===== config.mk =====
export PLATFORM = sky130hd
export DESIGN_NAME = http_response_header_parser_flat
export DESIGN_NICKNAME = d
export VERILOG_FILES = /design/src/rtl/core/hrhp_pkg.sv /design/src/rtl/core/hrhp_if.sv /design/src/rtl/core/http_response_header_parser.sv /design/src/flat_wrapper.sv
export SDC_FILE = /design/constraint.sdc
export NUM_CORES = 1
export LEC_CHECK = 0
export ABC_AREA = 1
export BUFFER_PORTS_ARGS = -buffer_cell sky130_fd_sc_hd__buf_4
export CORE_MARGIN = 3
export CORE_UTILIZATION = 44
export DETAILED_ROUTE_END_ITERATION = 8
export GPL_TIMING_DRIVEN = 0
export PLACE_DENSITY_LB_ADDON = 0.08
export SLEW_MARGIN = 20
export SYNTH_ARGS = -nofsm -noshare
export SYNTH_HDL_FRONTEND = slang
export SYNTH_SLANG_ARGS = --single-unit

===== constraint.sdc =====
create_clock -name clock -period 5.2 [get_ports clock]
set_input_delay 0.78 -clock clock [delete_from_list [all_inputs] [get_ports clock]]
set_output_delay 0.78 -clock clock [all_outputs]
set_load 0.01 [all_outputs]

===== src/rtl/core/hrhp_pkg.sv =====
// Shared types, constants and pattern tables for the HTTP response header parser.
package hrhp_pkg;

   localparam int DATA_W       = 8;
   localparam int PHASE_W      = 2;
   localparam int STATUS_W     = 10;
   localparam int COUNT_W      = 32;
   localparam int CONN_W       = 2;
   localparam int MATCH_W      = 4;
   localparam int DIGITS_W     = 2;
   localparam int LENGTH_BITS_DEFAULT = 32;

   localparam logic [DATA_W-1:0] CHAR_CR    = 8'h0D;
   localparam logic [DATA_W-1:0] CHAR_LF    = 8'h0A;
   localparam logic [DATA_W-1:0] CHAR_SPACE = 8'h20;
   localparam logic [DATA_W-1:0] CHAR_ZERO  = 8'h30;
   localparam logic [DATA_W-1:0] CHAR_NINE  = 8'h39;
   localparam logic [DATA_W-1:0] CHAR_UPPER_A = 8'h41;
   localparam logic [DATA_W-1:0] CHAR_UPPER_Z = 8'h5A;
   localparam logic [DATA_W-1:0] CHAR_H     = 8'h68;
   localparam logic [DATA_W-1:0] CHAR_C     = 8'h63;
   localparam logic [DATA_W-1:0] CHAR_N     = 8'h6E;
   localparam logic [DATA_W-1:0] CASE_OFFSET = 8'h20;

   localparam logic [MATCH_W-1:0] VERSION_LEN = 4'd8;
   localparam logic [MATCH_W-1:0] CLEN_LEN    = 4'd15;
   localparam logic [MATCH_W-1:0] CONN_LEN    = 4'd11;
   localparam logic [MATCH_W-1:0] CLOSE_LEN   = 4'd5;
   // "con" is shared by both header names; the fourth letter picks the branch.
   localparam logic [MATCH_W-1:0] SPLIT_POS   = 4'd3;
   localparam logic [DIGITS_W-1:0] LAST_DIGIT = 2'd3;

   localparam logic [STATUS_W-1:0] STATUS_OK = 10'd200;

   typedef enum logic [PHASE_W-1:0] {
      PH_SEEK    = 2'd0,
      PH_STATUS  = 2'd1,
      PH_HEADERS = 2'd2,
      PH_BODY    = 2'd3
   } phase_type;

   typedef enum logic [2:0] {
      LN_START    = 3'd0,
      LN_CLEN     = 3'd1,
      LN_CONN     = 3'd2,
      LN_LEN_VAL  = 3'd3,
      LN_CONN_VAL = 3'd4,
      LN_SKIP     = 3'd5,
      LN_CR       = 3'd6
   } line_type;

   typedef enum logic [CONN_W-1:0] {
      CONN_NONE  = 2'd0,
      CONN_CLOSE = 2'd1,
      CONN_KEEP  = 2'd2
   } conn_type;

   function automatic logic [DATA_W-1:0] to_lower(input logic [DATA_W-1:0] b);
      if (b >= CHAR_UPPER_A && b <= CHAR_UPPER_Z) begin
         return b + CASE_OFFSET;
      end
      return b;
   endfunction

   function automatic logic [DATA_W-1:0] version_char(input logic [MATCH_W-1:0] i);
      unique case (i)
         4'd0: return 8'h68;    // h
         4'd1: return 8'h74;    // t
         4'd2: return 8'h74;    // t
         4'd3: return 8'h70;    // p
         4'd4: return 8'h2F;    // /
         4'd5: return 8'h31;    // 1
         4'd6: return 8'h2E;    // .
         4'd7: return 8'h31;    // 1
         default: return 8'h00;
      endcase
   endfunction

   function automatic logic [DATA_W-1:0] clen_char(input logic [MATCH_W-1:0] i);
      unique case (i)
         4'd0:  return 8'h63;   // c
         4'd1:  return 8'h6F;   // o
         4'd2:  return 8'h6E;   // n
         4'd3:  return 8'h74;   // t
         4'd4:  return 8'h65;   // e
         4'd5:  return 8'h6E;   // n
         4'd6:  return 8'h74;   // t
         4'd7:  return 8'h2D;   // -
         4'd8:  return 8'h6C;   // l
         4'd9:  return 8'h65;   // e
         4'd10: return 8'h6E;   // n
         4'd11: return 8'h67;   // g
         4'd12: return 8'h74;   // t
         4'd13: return 8'h68;   // h
         4'd14: return 8'h3A;   // :
         default: return 8'h00;
      endcase
   endfunction

   function automatic logic [DATA_W-1:0] conn_char(input logic [MATCH_W-1:0] i);
      unique case (i)
         4'd0:  return 8'h63;   // c
         4'd1:  return 8'h6F;   // o
         4'd2:  return 8'h6E;   // n
         4'd3:  return 8'h6E;   // n
         4'd4:  return 8'h65;   // e
         4'd5:  return 8'h63;   // c
         4'd6:  return 8'h74;   // t
         4'd7:  return 8'h69;   // i
         4'd8:  return 8'h6F;   // o
         4'd9:  return 8'h6E;   // n
         4'd10: return 8'h3A;   // :
         default: return 8'h00;
      endcase
   endfunction

   function automatic logic [DATA_W-1:0] close_char(input logic [MATCH_W-1:0] i);
      unique case (i)
         4'd0: return 8'h63;    // c
         4'd1: return 8'h6C;    // l
         4'd2: return 8'h6F;    // o
         4'd3: return 8'h73;    // s
         4'd4: return 8'h65;    // e
         default: return 8'h00;
      endcase
   endfunction

endpackage


===== src/rtl/core/hrhp_if.sv =====
// Valid/ready channel interfaces for the parser's byte input and result output.
interface hrhp_req_if
   import hrhp_pkg::*;
   ();
   logic              valid;
   logic              ready;
   logic [DATA_W-1:0] data_byte;

   modport source (output valid, output data_byte, input ready);
   modport sink   (input valid, input data_byte, output ready);
endinterface

interface hrhp_rsp_if
   import hrhp_pkg::*;
   ();
   logic                valid;
   logic                ready;
   logic [PHASE_W-1:0]  phase;
   logic [STATUS_W-1:0] status_code;
   logic [COUNT_W-1:0]  content_length;
   logic [CONN_W-1:0]   connection_mode;
   logic [COUNT_W-1:0]  body_count;
   logic                message_done;
   logic                response_ok;

   modport source (output valid, output phase, output status_code, output content_length,
                   output connection_mode, output body_count, output message_done,
                   output response_ok, input ready);
   modport sink   (input valid, input phase, input status_code, input content_length,
                   input connection_mode, input body_count, input message_done,
                   input response_ok, output ready);
endinterface


===== src/rtl/core/http_response_header_parser.sv =====
// Top level of the byte-serial HTTP/1.1 response header parser.
//
// Channel   Direction  Carries                                   Handshake
// req_chan  in         data_byte, one response byte              valid/ready
// rsp_chan  out        phase, status, length, connection, count,  valid/ready
//                      done and ok flags, one per input byte
//
// Each accepted byte yields exactly one result transaction. The byte sits in the input
// register while the parse logic works on it, and the edge on which the parse stage
// advances loads the result register. The parse state updates at that same edge, so while
// the result is not stalled the sustained rate is one byte per cycle without bubbles.
// Reset is synchronous and active high; it clears the parse state and both valid flags.
// A stalled result holds the parse stage; the input register takes a new byte only if empty.
module http_response_header_parser
   import hrhp_pkg::*;
#(
   parameter int LENGTH_BITS = LENGTH_BITS_DEFAULT
) (
   input  logic      clock,
   input  logic      reset,
   hrhp_req_if.sink  req_chan,
   hrhp_rsp_if.source rsp_chan
);

   // The length accumulates as 10*x + d; four extra bits catch any overflow past the maximum.
   localparam int MUL_W = LENGTH_BITS + 4;
   // Wide enough to compare a length against the 32-bit output maximum.
   localparam int EXT_W = (LENGTH_BITS > COUNT_W) ? LENGTH_BITS : COUNT_W + 1;
   localparam logic [EXT_W-1:0] OUT_MAX = EXT_W'({COUNT_W{1'b1}});

   // Input register.
   logic              in_valid_ff, in_valid_in;
   logic [DATA_W-1:0] in_byte_ff;

   // Parse state.
   phase_type               phase_ff, phase_in;
   logic [MATCH_W-1:0]      match_ff, match_in;
   line_type                line_ff, line_in;
   logic [DIGITS_W-1:0]     digits_ff, digits_in;
   logic [STATUS_W-1:0]     status_ff, status_in;
   logic [LENGTH_BITS-1:0]  length_ff, length_in;
   conn_type                conn_ff, conn_in;
   logic [LENGTH_BITS-1:0]  body_ff, body_in;

   // Result register.
   logic                rsp_valid_ff, rsp_valid_in;
   logic [PHASE_W-1:0]  rsp_phase_ff, rsp_phase_in;
   logic [STATUS_W-1:0] rsp_status_ff, rsp_status_in;
   logic [COUNT_W-1:0]  rsp_length_ff, rsp_length_in;
   logic [CONN_W-1:0]   rsp_conn_ff, rsp_conn_in;
   logic [COUNT_W-1:0]  rsp_body_ff, rsp_body_in;
   logic                rsp_done_ff, rsp_done_in;
   logic                rsp_ok_ff, rsp_ok_in;

   logic              advance;
   logic              done;
   logic [DATA_W-1:0] b;
   logic [DATA_W-1:0] lc;
   logic              is_digit;
   logic [3:0]        digit;
   logic [MUL_W-1:0]  len_prod;
   logic              len_ovf;
   logic [STATUS_W-1:0] status_step;
   logic [LENGTH_BITS-1:0] body_inc;
   logic [EXT_W-1:0]  length_ext;
   logic [EXT_W-1:0]  body_ext;

   // The parse stage moves when it holds a byte and the result register can take the result.
   assign advance = in_valid_ff && (!rsp_valid_ff || rsp_chan.ready);
   assign req_chan.ready = !in_valid_ff || advance;

   assign b        = in_byte_ff;
   assign lc       = to_lower(in_byte_ff);
   assign is_digit = (b >= CHAR_ZERO) && (b <= CHAR_NINE);
   assign digit    = is_digit ? 4'(b - CHAR_ZERO) : 4'd0;

   // Decimal accumulation of the length and status code, and the saturating body count.
   assign len_prod = (MUL_W'(length_ff) << 3) + (MUL_W'(length_ff) << 1) + MUL_W'(digit);
   assign len_ovf  = |len_prod[MUL_W-1:LENGTH_BITS];
   assign status_step = (status_ff << 3) + (status_ff << 1) + STATUS_W'(digit);
   assign body_inc = (body_ff != '1) ? body_ff + LENGTH_BITS'(1) : body_ff;

   // Next parse state.
   always_comb begin
      phase_in  = phase_ff;
      match_in  = match_ff;
      line_in   = line_ff;
      digits_in = digits_ff;
      status_in = status_ff;
      length_in = length_ff;
      conn_in   = conn_ff;
      body_in   = body_ff;
      done      = 1'b0;

      unique case (phase_ff)
         PH_SEEK: begin
            if (match_ff < VERSION_LEN && lc == version_char(match_ff)) begin
               match_in = match_ff + MATCH_W'(1);
               if (match_ff == VERSION_LEN - MATCH_W'(1)) begin
                  phase_in  = PH_STATUS;
                  match_in  = '0;
                  line_in   = LN_START;
                  digits_in = '0;
                  status_in = '0;
               end
            end else begin
               // A mismatch may itself start a new match.
               match_in = (lc == CHAR_H) ? MATCH_W'(1) : '0;
            end
         end

         PH_STATUS: begin
            // In this phase the line register only tells whether the code is finished.
            if (line_ff != LN_START) begin
               if (b == CHAR_LF) begin
                  phase_in = PH_HEADERS;
                  line_in  = LN_START;
                  match_in = '0;
               end
            end else if (b == CHAR_LF) begin
               phase_in = PH_HEADERS;
               line_in  = LN_START;
               match_in = '0;
            end else if (b == CHAR_CR) begin
               line_in = LN_CLEN;
            end else if (b == CHAR_SPACE && digits_ff == '0) begin
               // Leading space before the code.
            end else begin
               status_in = status_step;
               digits_in = digits_ff + DIGITS_W'(1);
               if (digits_ff == LAST_DIGIT - DIGITS_W'(1)) begin
                  line_in = LN_CLEN;
               end
            end
         end

         PH_HEADERS: begin
            unique case (line_ff)
               LN_START: begin
                  if (b == CHAR_CR) begin
                     line_in = LN_CR;
                  end else if (b == CHAR_LF) begin
                     line_in = LN_START;
                  end else if (lc == CHAR_C) begin
                     line_in  = LN_CLEN;
                     match_in = MATCH_W'(1);
                  end else begin
                     line_in = LN_SKIP;
                  end
               end
               LN_CLEN: begin
                  if (match_ff < CLEN_LEN && lc == clen_char(match_ff)) begin
                     match_in = match_ff + MATCH_W'(1);
                     if (match_ff == CLEN_LEN - MATCH_W'(1)) begin
                        line_in   = LN_LEN_VAL;
                        match_in  = '0;
                        length_in = '0;
                     end
                  end else if (match_ff == SPLIT_POS && lc == CHAR_N) begin
                     line_in  = LN_CONN;
                     match_in = SPLIT_POS + MATCH_W'(1);
                  end else begin
                     line_in  = (b == CHAR_LF) ? LN_START : LN_SKIP;
                     match_in = '0;
                  end
               end
               LN_CONN: begin
                  if (match_ff < CONN_LEN && lc == conn_char(match_ff)) begin
                     match_in = match_ff + MATCH_W'(1);
                     if (match_ff == CONN_LEN - MATCH_W'(1)) begin
                        line_in  = LN_CONN_VAL;
                        match_in = '0;
                     end
                  end else begin
                     line_in  = (b == CHAR_LF) ? LN_START : LN_SKIP;
                     match_in = '0;
                  end
               end
               LN_LEN_VAL: begin
                  if (b == CHAR_SPACE && match_ff == '0) begin
                     // Leading space before the value.
                  end else if (is_digit) begin
                     length_in = len_ovf ? '1 : len_prod[LENGTH_BITS-1:0];
                     match_in  = MATCH_W'(1);
                  end else begin
                     line_in  = (b == CHAR_LF) ? LN_START : LN_SKIP;
                     match_in = '0;
                  end
               end
               LN_CONN_VAL: begin
                  if (b == CHAR_SPACE && match_ff == '0) begin
                     // Leading space before the value.
                  end else if (match_ff < CLOSE_LEN && lc == close_char(match_ff)) begin
                     match_in = match_ff + MATCH_W'(1);
                     if (match_ff == CLOSE_LEN - MATCH_W'(1)) begin
                        conn_in  = CONN_CLOSE;
                        line_in  = LN_SKIP;
                        match_in = '0;
                     end
                  end else begin
                     conn_in  = CONN_KEEP;
                     line_in  = (b == CHAR_LF) ? LN_START : LN_SKIP;
                     match_in = '0;
                  end
               end
               LN_CR: begin
                  if (b == CHAR_LF) begin
                     // Empty line: the headers are over. A zero length completes here.
                     phase_in = PH_BODY;
                     line_in  = LN_START;
                     match_in = '0;
                     body_in  = '0;
                     done     = (length_ff == '0);
                  end else begin
                     line_in = LN_SKIP;
                  end
               end
               default: begin
                  if (b == CHAR_LF) begin
                     line_in = LN_START;
                  end
                  match_in = '0;
               end
            endcase
         end

         PH_BODY: begin
            body_in = body_inc;
            done    = (body_inc == length_ff);
         end
      endcase
   end

   // Result fields, taken from the state after this byte and before any clearing.
   assign length_ext = EXT_W'(length_in);
   assign body_ext   = EXT_W'(body_in);

   always_comb begin
      rsp_phase_in  = done ? PH_BODY : phase_in;
      rsp_status_in = status_in;
      rsp_length_in = (length_ext > OUT_MAX) ? '1 : length_ext[COUNT_W-1:0];
      rsp_conn_in   = conn_in;
      rsp_body_in   = (body_ext > OUT_MAX) ? '1 : body_ext[COUNT_W-1:0];
      rsp_done_in   = done;
      rsp_ok_in     = done && (status_in == STATUS_OK);
   end

   assign in_valid_in  = req_chan.ready ? req_chan.valid : in_valid_ff;
   assign rsp_valid_in = advance ? 1'b1 : (rsp_chan.ready ? 1'b0 : rsp_valid_ff);

   always_ff @(posedge clock) begin
      if (reset) begin
         in_valid_ff  <= 1'b0;
         rsp_valid_ff <= 1'b0;
         phase_ff     <= PH_SEEK;
         match_ff     <= '0;
         line_ff      <= LN_START;
         digits_ff    <= '0;
         status_ff    <= '0;
         length_ff    <= '0;
         conn_ff      <= CONN_NONE;
         body_ff      <= '0;
      end else begin
         in_valid_ff  <= in_valid_in;
         rsp_valid_ff <= rsp_valid_in;
         if (advance) begin
            if (done) begin
               // The completed response clears everything for the next one.
               phase_ff  <= PH_SEEK;
               match_ff  <= '0;
               line_ff   <= LN_START;
               digits_ff <= '0;
               status_ff <= '0;
               length_ff <= '0;
               conn_ff   <= CONN_NONE;
               body_ff   <= '0;
            end else begin
               phase_ff  <= phase_in;
               match_ff  <= match_in;
               line_ff   <= line_in;
               digits_ff <= digits_in;
               status_ff <= status_in;
               length_ff <= length_in;
               conn_ff   <= conn_in;
               body_ff   <= body_in;
            end
         end
      end
   end

   // Payload registers need no reset.
   always_ff @(posedge clock) begin
      if (req_chan.valid && req_chan.ready) begin
         in_byte_ff <= req_chan.data_byte;
      end
      if (advance) begin
         rsp_phase_ff  <= rsp_phase_in;
         rsp_status_ff <= rsp_status_in;
         rsp_length_ff <= rsp_length_in;
         rsp_conn_ff   <= rsp_conn_in;
         rsp_body_ff   <= rsp_body_in;
         rsp_done_ff   <= rsp_done_in;
         rsp_ok_ff     <= rsp_ok_in;
      end
   end

   assign rsp_chan.valid           = rsp_valid_ff;
   assign rsp_chan.phase           = rsp_phase_ff;
   assign rsp_chan.status_code     = rsp_status_ff;
   assign rsp_chan.content_length  = rsp_length_ff;
   assign rsp_chan.connection_mode = rsp_conn_ff;
   assign rsp_chan.body_count      = rsp_body_ff;
   assign rsp_chan.message_done    = rsp_done_ff;
   assign rsp_chan.response_ok     = rsp_ok_ff;

   // A completed response leaves the parser back at the start of a new one.
   a_clear_after_done: assert property (@(posedge clock) disable iff (reset)
      (advance && done) |=> (phase_ff == PH_SEEK && body_ff == '0 && length_ff == '0))
      else $error("parse state not cleared after a completed response");

   // The body count stays below the declared length while the body is being read.
   a_body_below_length: assert property (@(posedge clock) disable iff (reset)
      (phase_ff == PH_BODY) |-> (body_ff < length_ff))
      else $error("body count reached the length without completing");

   // A waiting result freezes the parse state.
   a_stall_holds_state: assert property (@(posedge clock) disable iff (reset)
      (rsp_valid_ff && !rsp_chan.ready) |=>
         ($stable(phase_ff) && $stable(body_ff) && $stable(length_ff) && $stable(match_ff)))
      else $error("parse state moved while the result was stalled");

   // The ok flag only ever accompanies a completion in a body phase result.
   a_ok_with_done: assert property (@(posedge clock) disable iff (reset)
      (rsp_valid_ff && rsp_ok_ff) |-> (rsp_done_ff && rsp_phase_ff == PH_BODY))
      else $error("response_ok without message_done");

endmodule

===== src/flat_wrapper.sv =====
// flat-port wrapper written by rule: the top's interface ports become plain ports
module http_response_header_parser_flat import hrhp_pkg::*;
#(
   parameter int LENGTH_BITS = LENGTH_BITS_DEFAULT
)
  (clock, reset, req_chan_valid, req_chan_data_byte, req_chan_ready, rsp_chan_valid, rsp_chan_phase, rsp_chan_status_code, rsp_chan_content_length, rsp_chan_connection_mode, rsp_chan_body_count, rsp_chan_message_done, rsp_chan_response_ok, rsp_chan_ready);
  hrhp_req_if req_chan_i ();
  hrhp_rsp_if rsp_chan_i ();
  input  logic clock;
  input  logic reset;
  input wire logic [$bits(req_chan_i.valid)-1:0] req_chan_valid;
  input wire logic [$bits(req_chan_i.data_byte)-1:0] req_chan_data_byte;
  output wire logic [$bits(req_chan_i.ready)-1:0] req_chan_ready;
  output wire logic [$bits(rsp_chan_i.valid)-1:0] rsp_chan_valid;
  output wire logic [$bits(rsp_chan_i.phase)-1:0] rsp_chan_phase;
  output wire logic [$bits(rsp_chan_i.status_code)-1:0] rsp_chan_status_code;
  output wire logic [$bits(rsp_chan_i.content_length)-1:0] rsp_chan_content_length;
  output wire logic [$bits(rsp_chan_i.connection_mode)-1:0] rsp_chan_connection_mode;
  output wire logic [$bits(rsp_chan_i.body_count)-1:0] rsp_chan_body_count;
  output wire logic [$bits(rsp_chan_i.message_done)-1:0] rsp_chan_message_done;
  output wire logic [$bits(rsp_chan_i.response_ok)-1:0] rsp_chan_response_ok;
  input wire logic [$bits(rsp_chan_i.ready)-1:0] rsp_chan_ready;
  assign req_chan_i.valid = req_chan_valid;
  assign req_chan_i.data_byte = req_chan_data_byte;
  assign req_chan_ready = req_chan_i.ready;
  assign rsp_chan_valid = rsp_chan_i.valid;
  assign rsp_chan_phase = rsp_chan_i.phase;
  assign rsp_chan_status_code = rsp_chan_i.status_code;
  assign rsp_chan_content_length = rsp_chan_i.content_length;
  assign rsp_chan_connection_mode = rsp_chan_i.connection_mode;
  assign rsp_chan_body_count = rsp_chan_i.body_count;
  assign rsp_chan_message_done = rsp_chan_i.message_done;
  assign rsp_chan_response_ok = rsp_chan_i.response_ok;
  assign rsp_chan_i.ready = rsp_chan_ready;
  http_response_header_parser #(.LENGTH_BITS(LENGTH_BITS)) u_core (.clock(clock), .reset(reset), .req_chan(req_chan_i), .rsp_chan(rsp_chan_i));
endmodule

# Yosys cells after proc, flatten, opt, wreduce, memory -nomap -nowiden
# Memories as Yosys holds them, arrays and structs flattened. A register that Yosys moved wholly into a read port is not among the register bits.
# Index checks and enable logic that the tools add are counted.
[word_totals]
elab_cells = 227
mem_count = 3
output_inout_bits = 82
reg_bits = 177
inputBits = 12
rom_bits = 272
[classes]
eq_ne = 46
reduce_logical = 29
mux = 112
add_sub_neg = 9
magnitude_cmp = 10
[memory_table]
columns = ["memory", "words", "word_bits", "read_ports", "rd_clocked_by_memory_dff", "write_ports", "line_no", "rtl"]
rows = [
  ["(name not given)", 16, 7, 1, 1, 0, "hrhp_pkg.sv:80", "unique case (i)"],
  ["(name not given)", 16, 7, 1, 1, 0, "hrhp_pkg.sv:101", "unique case (i)"],
  ["(name not given)", 8, 6, 1, 1, 0, "hrhp_pkg.sv:66", "unique case (i)"],
]
[ops]
columns = ["op", "count"]
rows = [
  ["2-to-1 mux 32 bit", 11],
  ["case mux 32 bit (2 select lines)", 2],
  ["2-to-1 mux 8 bit", 11],
  ["2-to-1 mux 4 bit", 20],
  ["2-to-1 mux 3 bit", 26],
  ["2-to-1 mux 10 bit", 7],
  ["> comparator 32 bit, second input constant", 2],
  ["2-to-1 mux 2 bit", 19],
  ["adder 35 x 33 -> 36 bit", 1],
  ["adder 36 x 4 -> 36 bit", 1],
  ["case mux 7 bit (5 select lines)", 1],
  ["adder 32 x 1 -> 32 bit, second input constant", 1],
  ["== test 32 bit", 1],
  ["== test 8 bit", 4],
  ["logical NOT 32 bit", 1],
  ["!= test 32 bit, second input constant", 1],
  ["== test 8 x 7 -> 1 bit, second input constant", 3],
  ["case mux 4 bit (6 select lines)", 1],
  ["!= test 4 x 3 -> 1 bit, second input constant", 5],
  ["case mux 10 bit (2 select lines)", 1],
  ["case mux 3 bit (6 select lines)", 1],
  ["== test 8 x 4 -> 1 bit, second input constant", 2],
  ["!= test 5 x 4 -> 1 bit, second input constant", 3],
  ["logical AND 1 bit", 12],
  ["46 further kinds", 69],
]

# Depth between registers and ports, before layout
[depth]
depth_word = 14
depth_mapped = 33
mapped_depth_nobuf = 31

# Least setup slack after synthesis
# No wires, ideal clock.
[synth_timing]
kind = "reg2reg"
from = "register u_core.in_byte_ff[1] (netlist: u_core.b[1])"
to = "register u_core.rsp_length_ff[21] (netlist: u_core.rsp_chan.content_length[21]), data pin"
n_path_buf = 4
path_slack_ns = 0.396
arrival_time_ns = 4.544
t_required_ns = 4.941
stages_incl_launch_ff = 26
setup_time_ns = 0.259
period_less_slack_ns = 4.804
path_cell_list = "edfxtp_1 -> clkbuf_1 -> o21ai_0 -> nand2_1 -> clkbuf_1 -> clkbuf_1 -> nor2_1 -> ha_1 -> ha_1 -> inv_1 -> fa_1 -> o21ai_1 -> a21oi_1 -> o21ai_1 -> nand3_1 -> nand2_1 -> nand3_1 -> nand2_1 -> nor2_1 -> nor3_1 -> clkbuf_1 -> nand3_1 -> nand2_1 -> nand2_1 -> a21boi_0 -> inv_1"
[synth_via]
elab_chain_len = 11
elab_cells_between_ends = 25
classes_between = "add/sub: 3; order compare: 5; eq/ne: 2; mux: 10; reduce/logical: 5"
[synth_rtl]
columns = ["item", "line_no", "rtl"]
rows = [
  ["start, declared", "http_response_header_parser.sv:33", "logic [DATA_W-1:0] in_byte_ff;"],
  ["start signal, assigned", "http_response_header_parser.sv:294", "in_byte_ff <= req_chan.data_byte;"],
  [">= comparator 8 x 6 -> 1 bit / <= comparator 8 x 6 -> 1 bit (equally long branches)", "http_response_header_parser.sv:74", "assign is_digit = (b >= CHAR_ZERO) && (b <= CHAR_NINE);"],
  ["logical AND 1 bit", "http_response_header_parser.sv:74", ""],
  ["2-to-1 mux 4 bit", "http_response_header_parser.sv:75", "assign digit = is_digit ? 4'(b - CHAR_ZERO) : 4'd0;"],
  ["adder 36 x 4 -> 36 bit", "http_response_header_parser.sv:78", "assign len_prod = (MUL_W'(length_ff) << 3) + (MUL_W'(length_ff) << 1) + MUL_W'(digit);"],
  ["OR reduction 4 bit", "http_response_header_parser.sv:79", "assign len_ovf = |len_prod[MUL_W-1:LENGTH_BITS];"],
  ["2-to-1 mux 32 bit", "http_response_header_parser.sv:183", "length_in = len_ovf ? '1 : len_prod[LENGTH_BITS-1:0];"],
  ["2-to-1 mux 32 bit", "http_response_header_parser.sv:182", "end else if (is_digit) begin"],
  ["2-to-1 mux 32 bit", "http_response_header_parser.sv:180", "if (b == CHAR_SPACE && match_ff == '0) begin"],
  ["case mux 32 bit (2 select lines) *", "http_response_header_parser.sv:138", "unique case (line_ff)"],
  ["2-to-1 mux 32 bit *", "http_response_header_parser.sv:95", "unique case (phase_ff)"],
  ["net u_core.length_in[21]", "http_response_header_parser.sv:41", "logic [LENGTH_BITS-1:0] length_ff, length_in;"],
  ["> comparator 32 bit", "http_response_header_parser.sv:241", "rsp_length_in = (length_ext > OUT_MAX) ? '1 : length_ext[COUNT_W-1:0];"],
  ["end signal, assigned", "http_response_header_parser.sv:299", "rsp_length_ff <= rsp_length_in;"],
  ["end, declared", "http_response_header_parser.sv:49", "logic [COUNT_W-1:0] rsp_length_ff, rsp_length_in;"],
]
# The timed path passes the listed nets; every way through them passes the cells marked *. The select of a mux whose other input is x is not followed.
# A chain may end at the register's enable or synchronous reset.

# Worst setup path in the final report
[layout_timing]
from = "register u_core.in_byte_ff[5] (netlist: u_core.b[5])"
to = "register u_core.length_ff[31]"
[layout_via]
elab_chain_len = 11
elab_cells_between_ends = 28
classes_between = "add/sub: 2; order compare: 4; eq/ne: 3; mux: 14; reduce/logical: 5"
[layout_rtl]
columns = ["item", "line_no", "rtl"]
rows = [
  [">= comparator 8 x 6 -> 1 bit / <= comparator 8 x 6 -> 1 bit (equally long branches)", "http_response_header_parser.sv:74", ""],
  ["logical AND 1 bit", "http_response_header_parser.sv:74", ""],
  ["2-to-1 mux 4 bit", "http_response_header_parser.sv:75", ""],
  ["adder 36 x 4 -> 36 bit", "http_response_header_parser.sv:78", ""],
  ["OR reduction 4 bit", "http_response_header_parser.sv:79", ""],
  ["2-to-1 mux 32 bit", "http_response_header_parser.sv:183", ""],
  ["2-to-1 mux 32 bit", "http_response_header_parser.sv:182", ""],
  ["2-to-1 mux 32 bit", "http_response_header_parser.sv:180", ""],
  ["case mux 32 bit (2 select lines) *", "http_response_header_parser.sv:138", ""],
  ["2-to-1 mux 32 bit *", "http_response_header_parser.sv:95", ""],
  ["net u_core.length_in[31]", "http_response_header_parser.sv:41", ""],
  ["2-to-1 mux 32 bit *", "http_response_header_parser.sv:267", "if (done) begin"],
  ["end signal, assigned", "http_response_header_parser.sv:283", "length_ff <= length_in;"],
  ["end, declared", "http_response_header_parser.sv:41", ""],
]
# Marked as above.

==> run_results.csv <==
group,metric,value,unit
synthesis,syn_area_per_cell,6.68,sq um
setup_path,ff2ff_setup_slack,0.30,ns
timing,report.final.hold_viol_count,0,
synthesis,async_flop_share,0,
timing,slew_violations,0,
cts,cts.sinks,197,
power_and_ir_drop,p_sw,0.00110,W
die,rows,67,
finish,regArea,4820,sq um
power_and_ir_drop,ir_worst_vdd,0.283,mV
finish,drive_gt1_frac,0.107,
synthesis,yosys.cell_types.count,55,
cts,htreeDepth,4,
die,initial_utilization,0.453,
cts,insertion_delay,0.48,ns
synthesis,ys_top_cells_by_area,"edfxtp_1 (17%), nand2_1 (17%), dfxtp_1 (14%), ha_1 (8.0%), nand3_1 (6.3%)",
run_status,status,"finished clean",
power_and_ir_drop,p_sw_frac,0.306,
timing,setup_viol_count_final,0,
timing,fin_hold_ws,0.475,ns
synthesis,ys_ff_latch,197,
die,core_area,34000,sq um
detailed_routing,drcViolationCount,0,
finish,postLayoutCoreUtil,0.517,
detailed_routing,viasPerCell,5.51,
timing,setup-tns-final,0,ns
finish,area_growth,14.1,%
placement,io_buffers,92,
power_and_ir_drop,seqPwrFrac,0.473,
cts,clockRootBuffer,"clkbuf_16",
detailed_routing,ant_nets,0,
run,max_cap_violations,0,
global_route,grt_use_total,0.292,
timing,relSlewSlack,0.368,
finish,final_cells,2893,
cts,clkTransAtPathRegs,0.08,ns
timing,layout_min_cycle_time,4.90,ns
detailed_routing,drt-total-wl,54300,um
global_route,grt_pass1_vias,14600,
timing,period_share,0.942,
synthesis,syn_inst,2307,
synthesis,yosysSeqAreaShare,0.313,
global_route,grt_max_degree,49,
power_and_ir_drop,power_frac_comb,0.130,
placement,postPlaceCellArea,16700,sq um
detailed_routing,dr.pass1.iters,5,
placement,place.gp.congestion,0.978,
finish,design_area,17600,sq um
global_route,grt_pass1_wl,83200,um
power_and_ir_drop,p_leak,8.16,nW
synthesis,synth_top_area_frac,0.172,
detailed_routing,vias,15900,
finish,fillers,3524,
power_and_ir_drop,internal_power,0.00250,W
setup_path,startpoint_type,"register",
die,die_w,193,um
synthesis,syn_area,15400,sq um
synthesis,syn_nets,2420,
setup_path,startpoint,"u_core.b[5]",
finish,n_antenna_cell,0,
placement,dp_hpwl,44200,um
power_and_ir_drop,power_frac_clock,0.397,
cts,hold_buffers,0,
global_route,antenna_found_initial,0,
finish,multi_input_area,9380,sq um
timing,clock_skew,0.0117,ns
worst_hold_path,hp-start,"u_core.conn_ff[1]",
synthesis,synth_edf_count,88,
setup_path,r2r_start,"u_core.b[5]",
cts,cts_tree,"done",
synthesis,yosys.area.top_type,"edfxtp_1",
die,die_y,193,um
cts,cts_made_buffers,17,
setup_path,crit_type,"register to register",
setup_path,crit_fanout,10,
global_route,grt-ovfl-total,0,
cts,cts_buffer_depth,2,
placement,post-place-cells,2848,
timing,worstMarginPinSlew,0.939,ns
synthesis,ys.flop_type,"dfxtp_1",
setup_path,critical_path_required,5.53,ns
detailed_routing,avgRoutedWirePerCell,18.8,um
setup_path,worstSetupEndpointType,"register",
timing,fmax,204,MHz
finish,nets,2545,
power_and_ir_drop,p_per_area,205,nW/um^2
setup_path,worstPathArrival,5.23,ns
worst_hold_path,hold_path.class,"register to register",
synthesis,yosys_warnings,0,
detailed_routing,first_iter_violations,1221,
die,die-area,37300,sq um
die,ios,94,
-- layout make-up --
cell class                 count  area share
timing repair buffer         108      0.0480
buffer                        70      0.0201
clock inverter                15      0.0117
sequential                   197       0.274
clock buffer                  17      0.0242
multi-input combinational   1779       0.534
tap                          448      0.0319
inverter                     259      0.0561
-- synthesized netlist by cell type (2+ instances only) --
master / count
o31ai_1: 3
o21bai_1: 8
buf_1: 2
nor2_1: 222
nor2_2: 7
a211oi_1: 2
ha_1: 99
a221oi_1: 4
nand2_1: 703
nand3_2: 7
nor3_1: 21
buf_2: 7
o21ai_1: 8
a22o_1: 2
nand3b_1: 7
a21boi_0: 26
o22ai_1: 8
fa_1: 2
xnor2_1: 11
nor2_8: 4
nand2_4: 13
inv_2: 11
clkinv_1: 2
buf_4: 4
xor2_1: 35
o211ai_1: 4
clkbuf_1: 54
a31oi_1: 8
nand3_4: 2
nand3_1: 194
or2_2: 9
buf_6: 5
nor2_4: 2
nand4_1: 57
nor4_1: 12
o21ai_0: 94
a21o_1: 4
o21ai_2: 2
inv_1: 245
o2111ai_1: 2
nand2_2: 14
and2_1: 3
a21oi_1: 171
dfxtp_1: 109
edfxtp_1: 88
-- placed cells by master (no fill, tap or decap), types with 5 or more instances in the layout --
master / netlist / routed
a21boi_0: 26 / 21
a21boi_1: 0 / 5
a21oi_1: 171 / 166
a31oi_1: 8 / 8
buf_2: 7 / 7
buf_4: 4 / 112
buf_6: 5 / 5
clkbuf_1: 54 / 45
clkbuf_16: 0 / 17
dfxtp_1: 109 / 109
edfxtp_1: 88 / 88
ha_1: 99 / 99
inv_1: 245 / 243
inv_2: 11 / 11
inv_6: 1 / 6
nand2_1: 703 / 697
nand2_2: 14 / 20
nand2_4: 13 / 13
nand3_1: 194 / 194
nand3_2: 7 / 7
nand3b_1: 7 / 7
nand4_1: 57 / 57
nor2_1: 222 / 217
nor2_2: 7 / 8
nor2_4: 2 / 6
nor3_1: 21 / 19
nor4_1: 12 / 12
o21ai_0: 94 / 90
o21ai_1: 8 / 10
o21bai_1: 8 / 8
o22ai_1: 8 / 8
or2_2: 9 / 9
xnor2_1: 11 / 11
xor2_1: 35 / 35
-- stage by stage --
stage | power [W] | setup WS (ns)
2_1_floorplan | 0.00204 | 0.396
3_5_place_dp | 0.00220 | -2.43
4_1_cts | 0.00363 | 0.0201
6_report | 0.00360 | 0.300
3_3_place_gp | 0.00219 | -2.47
5_1_grt | 0.00375 | -0.0109
-- metal layers --
metal,GRT usage,wire length (um),vias up
li1,-,-,7884
met1,0.425,25700,7378
met2,0.448,23400,591
met3,0.0354,3570,79
met4,0.0985,1570,0
met5,0,0,-
-- critical path, stage by stage (launching register included) --
cell      delay [ns]
edfxtp_1        0.46
inv_2           0.15
nor3_2          0.06
nand2_2         0.17
clkbuf_2        0.25
buf_4           0.28
nor2_4          0.08
ha_1            0.29
ha_1            0.16
inv_1           0.05
fa_1            0.41
o21ai_2         0.19
a21oi_2         0.13
o21ai_4         0.27
nand3_1         0.12
nand2_2         0.11
nand3_1         0.12
nand2_1         0.09
nor2_1          0.06
nor3_4          0.23
buf_12          0.15
nand2_2         0.12
nor2_4          0.24
nand3b_1        0.16
nand2_1         0.08
o21ai_1         0.10
nand2_1         0.13
a21oi_1         0.08
-- power by group through the flow --
| stage | Clock [W] | Combinational [W] | Sequential, W |
|---|---|---|---|
| finish | 0.00143 | 0.000470 | 0.00170 |
| global route | 0.00151 | 0.000522 | 0.00171 |
| CTS | 0.00146 | 0.000465 | 0.00170 |
| detailed placement | 0 | 0.000459 | 0.00174 |
| global placement | 0 | 0.000451 | 0.00174 |
| floorplan | 0 | 0.000287 | 0.00175 |
-- what timing repair did --
item,CTS,global route
endpoints found under the setup margin,65,64
resized for setup,29,32
buffers inserted,7,8
pin swaps,2,7
gates cloned,0,0
-- logic make-up after synthesis --
group	share of synthesized area
buf+inv	0.0850
simple gates	0.364
compound gates	0.127
xor+xnor	0.0272
flops	0.313
fa+ha+maj	0.0830
-- worst paths after layout --
check,cells after the start,end
min reg2reg,2,u_core.conn_ff[1]
min,2,u_core.conn_ff[1]
max,27,u_core.length_ff[31]
max reg2reg,27,u_core.length_ff[31]
Note: power is estimated with default switching activity, not from simulation.
